[src/sv/e2rpy_pkg.sv]
// Shared widths and constants for the Euler to roll-pitch-yaw pipeline.
package e2rpy_pkg;
  localparam int ANG_W    = 16;
  localparam int PITCH_W  = 15;
  localparam int FINE_SH  = 16;
  localparam int FINE_W   = 34;
  localparam int DATA_W   = 48;
  localparam logic signed [FINE_W-1:0] PI_FINE      = 34'sd1686629713;
  localparam logic signed [FINE_W-1:0] HALF_PI_FINE = 34'sd843314856;
  localparam logic signed [FINE_W-1:0] ROUND_HALF   = 34'sd32768;

  typedef logic signed [FINE_W-1:0] fine_t;
  typedef struct packed {
    fine_t a;
    fine_t b;
    fine_t g;
  } fine3_t;
endpackage

[src/sv/euler_to_roll_pitch_yaw.sv]
// Euler-to-roll/pitch/yaw converter: top level.
// Converts Z-Y-X Euler angles (Q3.13 radians) to roll, pitch and yaw.
// Input stream in_*: one word holds angle_z, angle_y, angle_x, 16 bits each.
// Output stream out_*: one word holds roll (16), pitch (15), yaw (16).
// Angles outside (-pi, pi] are wrapped by 2*pi first; pitch is folded into
// [-pi/2, pi/2] and yaw and roll turn by pi when cos(pitch input) < 0.
// Each word passes three registered stages in order: wrap, fold, round.
// Throughput: one word per clock while out_tready is high; each
// stage holds one word with its own valid bit and moves on when the
// stage after it is empty or advancing.
// When out_tready is low, words pile up in the three stages and in_tready
// drops once all are full; nothing is lost or repeated.
// Reset (rst_n low, synchronous) empties every stage.
module euler_to_roll_pitch_yaw (
  input  logic                          clk,
  input  logic                          rst_n,
  input  logic                          in_tvalid,
  output logic                          in_tready,
  // [15:0] angle_z_in, [31:16] angle_y_in, [47:32] angle_x_in
  input  logic [e2rpy_pkg::DATA_W-1:0]  in_tdata,
  output logic                          out_tvalid,
  input  logic                          out_tready,
  // [15:0] roll_out, [30:16] pitch_out, [46:31] yaw_out, [47] zero
  output logic [e2rpy_pkg::DATA_W-1:0]  out_tdata
);
  import e2rpy_pkg::*;

  logic   s1_valid, s1_ready, s2_valid, s2_ready;
  fine3_t s1_data, s2_data;

  e2rpy_wrap u_wrap (
    .clk, .rst_n,
    .s_valid (in_tvalid), .s_ready (in_tready), .s_data (in_tdata),
    .m_valid (s1_valid),  .m_ready (s1_ready),  .m_data (s1_data)
  );

  e2rpy_fold u_fold (
    .clk, .rst_n,
    .s_valid (s1_valid), .s_ready (s1_ready), .s_data (s1_data),
    .m_valid (s2_valid), .m_ready (s2_ready), .m_data (s2_data)
  );

  e2rpy_round u_round (
    .clk, .rst_n,
    .s_valid (s2_valid),   .s_ready (s2_ready),   .s_data (s2_data),
    .m_valid (out_tvalid), .m_ready (out_tready), .m_data (out_tdata)
  );
endmodule

[src/sv/e2rpy_wrap.sv]
// Stage 1: scale the Q3.13 angles to the fine grid and wrap them into (-pi, pi].
module e2rpy_wrap (
  input  logic                          clk,
  input  logic                          rst_n,
  input  logic                          s_valid,
  output logic                          s_ready,
  input  logic [e2rpy_pkg::DATA_W-1:0]  s_data,
  output logic                          m_valid,
  input  logic                          m_ready,
  output e2rpy_pkg::fine3_t             m_data
);
  import e2rpy_pkg::*;

  logic   valid_r;
  fine3_t data_r, data_nxt;

  function automatic fine_t wrap(input logic [ANG_W-1:0] code);
    fine_t f;
    f = {{(FINE_W-ANG_W-FINE_SH){code[ANG_W-1]}}, code, {FINE_SH{1'b0}}};
    if (f > PI_FINE) begin
      f = f - (PI_FINE <<< 1);
    end else if (f <= -PI_FINE) begin
      f = f + (PI_FINE <<< 1);
    end
    return f;
  endfunction

  assign s_ready = !valid_r || m_ready;

  always_comb begin
    data_nxt.a = wrap(s_data[ANG_W-1:0]);
    data_nxt.b = wrap(s_data[2*ANG_W-1:ANG_W]);
    data_nxt.g = wrap(s_data[3*ANG_W-1:2*ANG_W]);
  end

  always_ff @(posedge clk) begin
    if (!rst_n) begin
      valid_r <= 1'b0;
    end else if (s_ready) begin
      valid_r <= s_valid;
    end
    if (s_ready && s_valid) begin
      data_r <= data_nxt;
    end
  end

  assign m_valid = valid_r;
  assign m_data  = data_r;
endmodule

[src/sv/e2rpy_fold.sv]
// Stage 2: fold pitch into [-pi/2, pi/2] and turn yaw and roll by pi when cos(b) < 0.
module e2rpy_fold (
  input  logic               clk,
  input  logic               rst_n,
  input  logic               s_valid,
  output logic               s_ready,
  input  e2rpy_pkg::fine3_t  s_data,
  output logic               m_valid,
  input  logic               m_ready,
  output e2rpy_pkg::fine3_t  m_data
);
  import e2rpy_pkg::*;

  logic   valid_r;
  fine3_t data_r, data_nxt;
  logic   cb_pos_hi, cb_neg_lo, cb_neg;

  function automatic fine_t turn(input fine_t f, input logic neg);
    fine_t r;
    r = f;
    if (neg) begin
      r = (f >= 0) ? f - PI_FINE : f + PI_FINE;
    end
    return r;
  endfunction

  assign s_ready   = !valid_r || m_ready;
  assign cb_pos_hi = s_data.b > HALF_PI_FINE;
  assign cb_neg_lo = s_data.b < -HALF_PI_FINE;
  assign cb_neg    = cb_pos_hi || cb_neg_lo;

  always_comb begin
    if (cb_pos_hi) begin
      data_nxt.b = PI_FINE - s_data.b;
    end else if (cb_neg_lo) begin
      data_nxt.b = -PI_FINE - s_data.b;
    end else begin
      data_nxt.b = s_data.b;
    end
    data_nxt.a = turn(s_data.a, cb_neg);
    data_nxt.g = turn(s_data.g, cb_neg);
  end

  always_ff @(posedge clk) begin
    if (!rst_n) begin
      valid_r <= 1'b0;
    end else if (s_ready) begin
      valid_r <= s_valid;
    end
    if (s_ready && s_valid) begin
      data_r <= data_nxt;
    end
  end

  assign m_valid = valid_r;
  assign m_data  = data_r;
endmodule

[src/sv/e2rpy_round.sv]
// Stage 3: round the fine angles half up to Q3.13 and register the output word.
module e2rpy_round (
  input  logic                          clk,
  input  logic                          rst_n,
  input  logic                          s_valid,
  output logic                          s_ready,
  input  e2rpy_pkg::fine3_t             s_data,
  output logic                          m_valid,
  input  logic                          m_ready,
  output logic [e2rpy_pkg::DATA_W-1:0]  m_data
);
  import e2rpy_pkg::*;

  logic                valid_r;
  logic [DATA_W-1:0]   data_r, data_nxt;
  fine_t               yaw_q, pitch_q, roll_q;

  assign s_ready = !valid_r || m_ready;

  always_comb begin
    roll_q   = (s_data.g + ROUND_HALF) >>> FINE_SH;
    pitch_q  = (s_data.b + ROUND_HALF) >>> FINE_SH;
    yaw_q    = (s_data.a + ROUND_HALF) >>> FINE_SH;
    data_nxt = {1'b0, yaw_q[ANG_W-1:0], pitch_q[PITCH_W-1:0], roll_q[ANG_W-1:0]};
  end

  always_ff @(posedge clk) begin
    if (!rst_n) begin
      valid_r <= 1'b0;
    end else if (s_ready) begin
      valid_r <= s_valid;
    end
    if (s_ready && s_valid) begin
      data_r <= data_nxt;
    end
  end

  assign m_valid = valid_r;
  assign m_data  = data_r;
endmodule

[config.mk]
export PLATFORM = sky130hd
export DESIGN_NAME = euler_to_roll_pitch_yaw
export DESIGN_NICKNAME = d
export VERILOG_FILES = /design/src/sv/e2rpy_pkg.sv /design/src/sv/euler_to_roll_pitch_yaw.sv /design/src/sv/e2rpy_wrap.sv /design/src/sv/e2rpy_fold.sv /design/src/sv/e2rpy_round.sv
export SDC_FILE = /design/constraint.sdc
export NUM_CORES = 1
export LEC_CHECK = 0
export ABC_AREA = 1
export BUFFER_PORTS_ARGS = -buffer_cell sky130_fd_sc_hd__buf_2
export CORE_ASPECT_RATIO = 0.6
export CORE_MARGIN = 2
export CORE_UTILIZATION = 40
export DETAILED_ROUTE_END_ITERATION = 8
export SLEW_MARGIN = 40
export SYNTH_ARGS = -nofsm -noshare
export SYNTH_HDL_FRONTEND = slang
export SYNTH_SLANG_ARGS = --single-unit
[constraint.sdc]
create_clock -name clk -period 3.4 [get_ports clk]
set_input_delay 0.51 -clock clk [delete_from_list [all_inputs] [get_ports clk]]
set_output_delay 0.51 -clock clk [all_outputs]
set_load 0.005 [all_outputs]
Yosys cells after proc, flatten, opt, wreduce, memory -nomap -nowiden
Cells that the tools add are included.
{ "classes": {"n_bitwise": 0, "div_mod_pow": 0, "reduce_logical": 10, "addsub": 15, "shift": 0, "n_eq_ne": 0, "n_mux": 12, "n_lt_le_gt_ge": 10, "n_mul": 0} }
{ "op_table": {"columns": ["cell", "n"], "rows": [
  ["$mux W34", 6],
  ["$mux W32", 4],
  ["$add A32 B33 Y34 const B", 3],
  ["$sub A32 B33 Y34 const B", 3],
  ["$gt A32 B32 Y1 const B", 3],
  ["$le A32 B32 Y1 const B", 3],
  ["$ge A34 B1 Y1 const B", 2],
  ["$add A32 B17 Y32 const B", 2],
  ["$add A32 B32 Y32 const B", 2],
  ["$sub A32 B32 Y32 const B", 2],
  ["$mux W31", 2],
  ["$sub A30 B31 Y31 const A", 2],
  ["$gt A34 B31 Y1 const B", 1],
  ["$lt A34 B31 Y1 const B", 1],
  ["$add A31 B17 Y31 const B", 1],
  ["$logic_or A1 B1 Y1", 4],
  ["$logic_and A1 B1 Y1", 3],
  ["$logic_not A1 Y1", 3]
]} }
{ "word_totals": {"n_memories": 0, "latchBits": 0, "ramBits": 0, "input_bits": 52, "register_bits": 247, "rom_bits": 0, "out_inout_bits": 50, "elab_cells": 57} }

Logic depth before layout (Yosys ltp)
Gate-level depths: netlist of run 1.
{ "depth": {"depth_word": 5, "depth_mapped": 15, "ltp_nobuf": 14} }

Modules after synthesis
From an unflattened synthesis of run 1, not the netlist that was laid out.
{ "hier_totals": {"cells_unflattened": 3083, "area_unflattened_um2": 20191.9} }
{ "by_module_without_submodules": {"columns": ["mod", "area_each_um2", "n_inst", "cells_each", "seq_area_each_um2"], "rows": [
  ["e2rpy_fold", 12263.0, 1, 2035, 3083.0],
  ["e2rpy_wrap", 5292.6, 1, 752, 1911.8],
  ["e2rpy_round", 2636.3, 1, 296, 1431.4]
]} }

Worst setup path before layout of run 1
OpenSTA, ideal clock, no wires.
{ "synth_path": {"path_type": "input-to-reg", "start": "input port out_tready", "end": "register u_round.data_r[0] (netlist: u_round.m_data[0]) (enable)", "path_stages": 2, "slack_ns": 0.098, "arrival_ns": 2.835, "n_path_buf": 0, "setup_ns": 0.467, "required_time_ns": 2.933, "path_cell_list": "inv_1 -> a21oi_1"} }
{ "synth_between": {"elab_chain_cells": 2} }
{ "synth_lines": {"columns": ["element", "line_no", "rtl"], "rows": [
  ["from (decl)", "euler_to_roll_pitch_yaw.sv:22", "input logic out_tready,"],
  ["$logic_or A1 B1 Y1", "e2rpy_round.sv:18", "assign s_ready = !valid_r || m_ready;"],
  ["$logic_and A1 B1 Y1", "e2rpy_round.sv:33", "if (s_ready && s_valid) begin"],
  ["to (signal assigned)", "e2rpy_round.sv:34", "data_r <= data_nxt;"],
  ["to (decl)", "e2rpy_round.sv:15", "logic [DATA_W-1:0] data_r, data_nxt;"]
]} }
No other way between the ends.
A chain may end at the register's enable or synchronous reset.

==> results of run 1 <==
[placed cells by master (no fill, tap or decap), types with 10 or more instances in the layout]
cell       instances
nand3_1          138
ha_1              60
buf_4             10
xor2_1            80
clkbuf_16         17
edfxtp_1         155
inv_1            205
nand2_1          708
inv_2             14
a21oi_1           56
buf_2            100
nor2_1           169
o21ai_0           54
nor3_1            25
xnor2_1           14
nand4_1           25
[final timing paths]
path	slack, ps	endpoint	cells past startpoint
hold reg to reg	540	u_round.m_valid	2
setup reg to reg	820	u_fold.m_data[90]	11
setup / recovery	820	u_fold.m_data[90]	11
hold / removal	360	u_round.m_valid	3
[cell type report]
class                   count  area, um^2
clock buffers              17         425
flip-flops and latches    158        4710
inverters                 222         836
multi-input cells        1375        6750
well taps                 416         520
repair buffers            110         576
fillers                  3188       17000
clock inverters            15         118
[through the flow]
step	utilization (%)	std cells	area [um^2]	total power [uW]	setup WS (ps)
after floorplan	-	1794	12500	3690	98.0
final	45.0	2313	13900	5950	821
after CTS	45.0	2313	13900	5970	880
after detailed placement	43.3	2281	13400	4160	639
after global routing	45.0	2313	13900	6340	666
after global placement	43.3	2281	13400	4140	662
[cell families (layout without fill, tap and decap cells)]
logic type      after synthesis  count (layout)
xor+xnor                     94              94
compound gates              126             126
buf+inv                     261             364
flops                       158             158
fa+ha+maj                    60              60
other cells                   1               1
simple gates               1094            1094
[flip-flops by register name, summed over array words and instances (netlist names)]
| register | count |
|---|---|
| u_round.m_data | 47 |
| u_round.m_valid | 1 |
| u_wrap.m_data | 58 |
| u_fold.m_data | 50 |
| u_wrap.m_valid | 1 |
| u_fold.m_valid | 1 |
[power breakdown]
group	switching [uW]	internal, uW	total, uW
clock network	793	1000	1790
registers	158	2380	2540
logic	1080	544	1620
[metal layers]
layer / track usage (%) / wire length, um
met4: 3.44 / 198
met1: 36.5 / 19500
met5: 0 / 0
met3: 4.81 / 2780
met2: 22.8 / 10300
[worst max-delay path: stages (launching register included)]
cell and delay [ps]:
edfxtp_1 610, inv_1 310, nand2_1 130, nand2_1 90
nand2_1 60, nand2_1 60, nand3_2 120, nand2_4 210
nand2_4 180, buf_4 280, nand2_1 110, nand2_1 120
==> impl_metrics.toml, run 1 <==
[critical_path]
critPathLaunchType = "flop"
path_max_fanout = 25
r2r-start = "u_wrap.m_data[58]"
worstSetupPathType = "flop to flop"
crit_arrival_ps = 2730
required_ps = 3550
startpoint = "u_wrap.m_data[58]"
crit_path_end_kind = "flop"

[synth]
synth_edf_count = 155
synth-adder-area-share_pct = 6.00
synth-simple-area-share_pct = 35.9
synth_cell_types = 40
synth.net_count = 1906
ys_top_cells_by_area = "edfxtp_1 (37%), nand2_1 (21%), inv_1 (6.2%), ha_1 (6.0%), xor2_1 (5.6%)"
synth-main-ff-cell = "edfxtp_1"
synth_top_family_by_area = "simple AND/OR/NAND/NOR gates"
syn_avg_cell_area_um2 = 6.98
synth_cells = 1794
yosys_warnings = 0
synth_compound_area_share_pct = 5.31
syn_area_um2 = 12500
ys_async_sr_fraction_pct = 0
synth_common_cells = "nand2_1 (708), inv_1 (207), nor2_1 (169)"
synth_seq_area_share_pct = 37.7
synth_top_area_cell = "edfxtp_1"
synth_xor_xnor_area_share_pct = 6.58
muxShareOfSynthArea_pct = 0
synth_most_common_cell = "nand2_1"
synth_top_area_share_pct = 37.2
synth_seq_cells = 158

[routing]
via_per_inst = 4.91
routedWlPerCell_um = 14.2
routed_wl_um = 32800
firstDrtPassIters = 5
antenna_left = 0
drt_iter0_markers = 1028
num_vias = 11400
drc = 0

[global_route]
grt_pass1_wl_um = 52900
grt_use_total_pct = 20.4
overflow = 0
grt_start_max_net_pins = 59
grt_pass1_vias = 9756
grt_antenna_before_repair = 0

[finish]
final_nets = 1996
drive_gt1_share_pct = 8.96
antennaDiodeCount = 0
syn_to_final_growth_pct = 11.4

[clock_network]
htreeDepth = 4
clkSlewWorstSetupHoldPaths_ps = 60
cts_inserted_buffers = 17
cts_resized = 0
insertion_delay_ps = 440
cts_root_buffer = "clkbuf_16"
cts_setup_buffers = 0
cts.sinks = 158
cts_tree = "done"
clock_path_buffers = 2
cts-hold-fix-buffers = 0

[sta]
hold_viol_final = 0
min_period_over_period_pct = 75.9
max_freq_mhz = 388
drv_slew = 0
rsz0062_at_grt = "false"
slew_headroom_pct = 51.4
fin_setup_tns_ps = 0
setup_viol = 0
worst_slew_pin_slew_ps = 730
finalClockSkew_ps = 17.6
holdWs_ps = 355
fin_crit_ps = 2580

[floorplan]
initial_utilization_pct = 40.4
core_area_um2 = 31000
die_x_um = 232
dieArea_um2 = 32800
boundaryPins = 102
fp-row-count = 50
die_h_um = 141

[flow_run]
maxCapViolations = 0

[placed_design]
place_congestion = 0.913
port_buffers = 100
dp_hpwl_um = 26300

[power]
ir_worst_vdd_v = 0.000381
pwr_density_cell_nw_per_um2 = 427
power_leakage_uw = 0.00686

[hold_path]
min_from = "rst_n"
hold_path.class = "input port to flop"

[outcome]
outcome = "finished clean"
Note: power is estimated with default switching activity, not from simulation.
==> run 2: changes to the inputs <==
- clock period: 3.4 -> 2.45 ns (I/O delays scaled with it)
==> run 2 against run 1 <==
- combinational power rose by 48%
- largest power group unchanged
- clock skew decreased by 7.6 ps
- sequential share of layout area shrank 1.1 points
- global-route usage is 0.084 points higher
- flip-flop and latch count unchanged
- worst hold slack worse by 150 ps
- largest cell class unchanged
- wire length up 1.0%
- critical path depth up 2
- critical endpoint is now u_fold.m_data[96]
==> impl_metrics.toml, run 2 (synthesis results as in run 1) <==
[outcome]
outcome = "finished clean"

[finish]
largest_reg_flops = 58
antennaDiodeCount = 0
final_cell_mix = "nand2_1 (708), inv_1 (203), nor2_1 (169)"
drive_gt1_share_pct = 11.8
post-route-util_pct = 46.5
final_cells = 2357
final_common_cell = "nand2_1"
final_nets = 2040
syn_to_final_growth_pct = 15.0

[global_route]
use_met2_pct = 23.3
grt_use_total_pct = 20.5
grt_pass1_wl_um = 53100
grtUsageMet3_pct = 3.92
grt_pass1_vias = 9934
use_met1_pct = 36.8
overflow = 0
grt_antenna_before_repair = 0
grt_start_max_net_pins = 59
grt_busiest_layer = "met1"

[routing]
routedWlPerCell_um = 14.1
num_vias = 11500
drt_iter0_markers = 1194
via_per_inst = 4.88
routed_wl_um = 33200
firstDrtPassIters = 6
antenna_left = 0
drc = 0

[power]
power_leakage_uw = 0.00709
pwr_density_cell_nw_per_um2 = 583
power.total_uw = 8390
ir_worst_vdd_v = 0.000514

[critical_path]
crit_path_end_kind = "flop"
crit_arrival_ps = 2430
required_ps = 2620
path_max_fanout = 5
critPathLaunchType = "flop"
worstSetupPathType = "flop to flop"

[clock_network]
cts_inserted_buffers = 17
cts_tree = "done"
htreeDepth = 4
cts.sinks = 158
clkSlewWorstSetupHoldPaths_ps = 60
cts-hold-fix-buffers = 0
cts_root_buffer = "clkbuf_16"
clock_path_buffers = 2
insertion_delay_ps = 430

[flow_run]
maxCapViolations = 0

[sta]
fin_setup_tns_ps = 0
worst_slew_pin_slew_ps = 597
min_period_over_period_pct = 92.3
fin_crit_ps = 2260
rsz0062_at_grt = "false"
setup_slack_ps = 189
max_freq_mhz = 442
finalClockSkew_ps = 9.97
setup_viol = 0
slew_headroom_pct = 59.8
drv_slew = 0
hold_viol_final = 0

[floorplan]
die_x_um = 232
core_area_um2 = 31000
fp-row-count = 50
boundaryPins = 102
die_h_um = 141
dieArea_um2 = 32800
initial_utilization_pct = 40.4

[placed_design]
port_buffers = 100
pre_cts_slack_ps = 51.6
dp_hpwl_um = 26900
place_congestion = 0.954
dp_cells = 2323

[hold_path]
hold_path.class = "input port to flop"
-- run 2: layout make-up --
type	count	area, um^2
Clock buffer	19	443
Fill cell	3121	16600
Multi-Input combinational cell	1375	6810
Sequential cell	158	4710
Timing Repair Buffer	153	948
Tap cell	416	520
Inverter	222	840
Clock inverter	13	113
Timing Repair inverter	1	7.51
-- run 2: worst paths after layout --
check | startpoint | end | slack, ps | depth (start not counted)
worst min-delay path | rst_n | u_round.m_valid | 210 | 3
worst min register to register | u_wrap.m_valid | u_wrap.m_valid | 530 | 2
worst max register to register | u_wrap.m_data[101] | u_fold.m_data[96] | 190 | 13
worst max-delay path | u_wrap.m_data[101] | u_fold.m_data[96] | 190 | 13
-- run 2: what timing repair did --
action                     in CTS  in global routing
setup endpoints to repair       0                  7
hold endpoints to repair        0                  0
setup buffers                   0                  1
gates resized for setup         0                 13
-- run 2: per-layer routing --
metal | vias up | routed length (um) | part of all wire [%]
met4 | 0 | 158 | 0.48
met2 | 405 | 10700 | 32
met1 | 5063 | 19400 | 58
met3 | 6 | 2930 | 8.8
li1 | 6018 | - | -
met5 | - | 0 | 0
-- run 2: critical path, stage by stage (launching register included) --
cell        delay, ps
edfxtp_1          410
buf_4             150
clkinvlp_4        150
ha_1              330
nor2_1            190
nand2_1           110
nand3_1           130
nand2_1            60
nand2_1           120
nand2_1            90
nand2_1            70
nand2_1            40
nand3_1            70
nand2_1            80
-- run 2: power by group --
| part | total, uW | switching [uW] | leakage, uW | internal [uW] |
|---|---|---|---|---|
| logic | 2400 | 1540 | 0.00531 | 852 |
| registers | 3500 | 199 | 0.00150 | 3300 |
| clock network | 2500 | 1070 | 0.000270 | 1420 |
| total | 8390 | 2820 | 0.00709 | 5570 |
-- run 2: per-stage QoR --
step                area [um^2]  hold WS (ps)
floorplan                 12500           459
global placement          13800           505
detailed placement        13800           519
CTS                       14300           194
global route              14400           219
finish                    14400           210
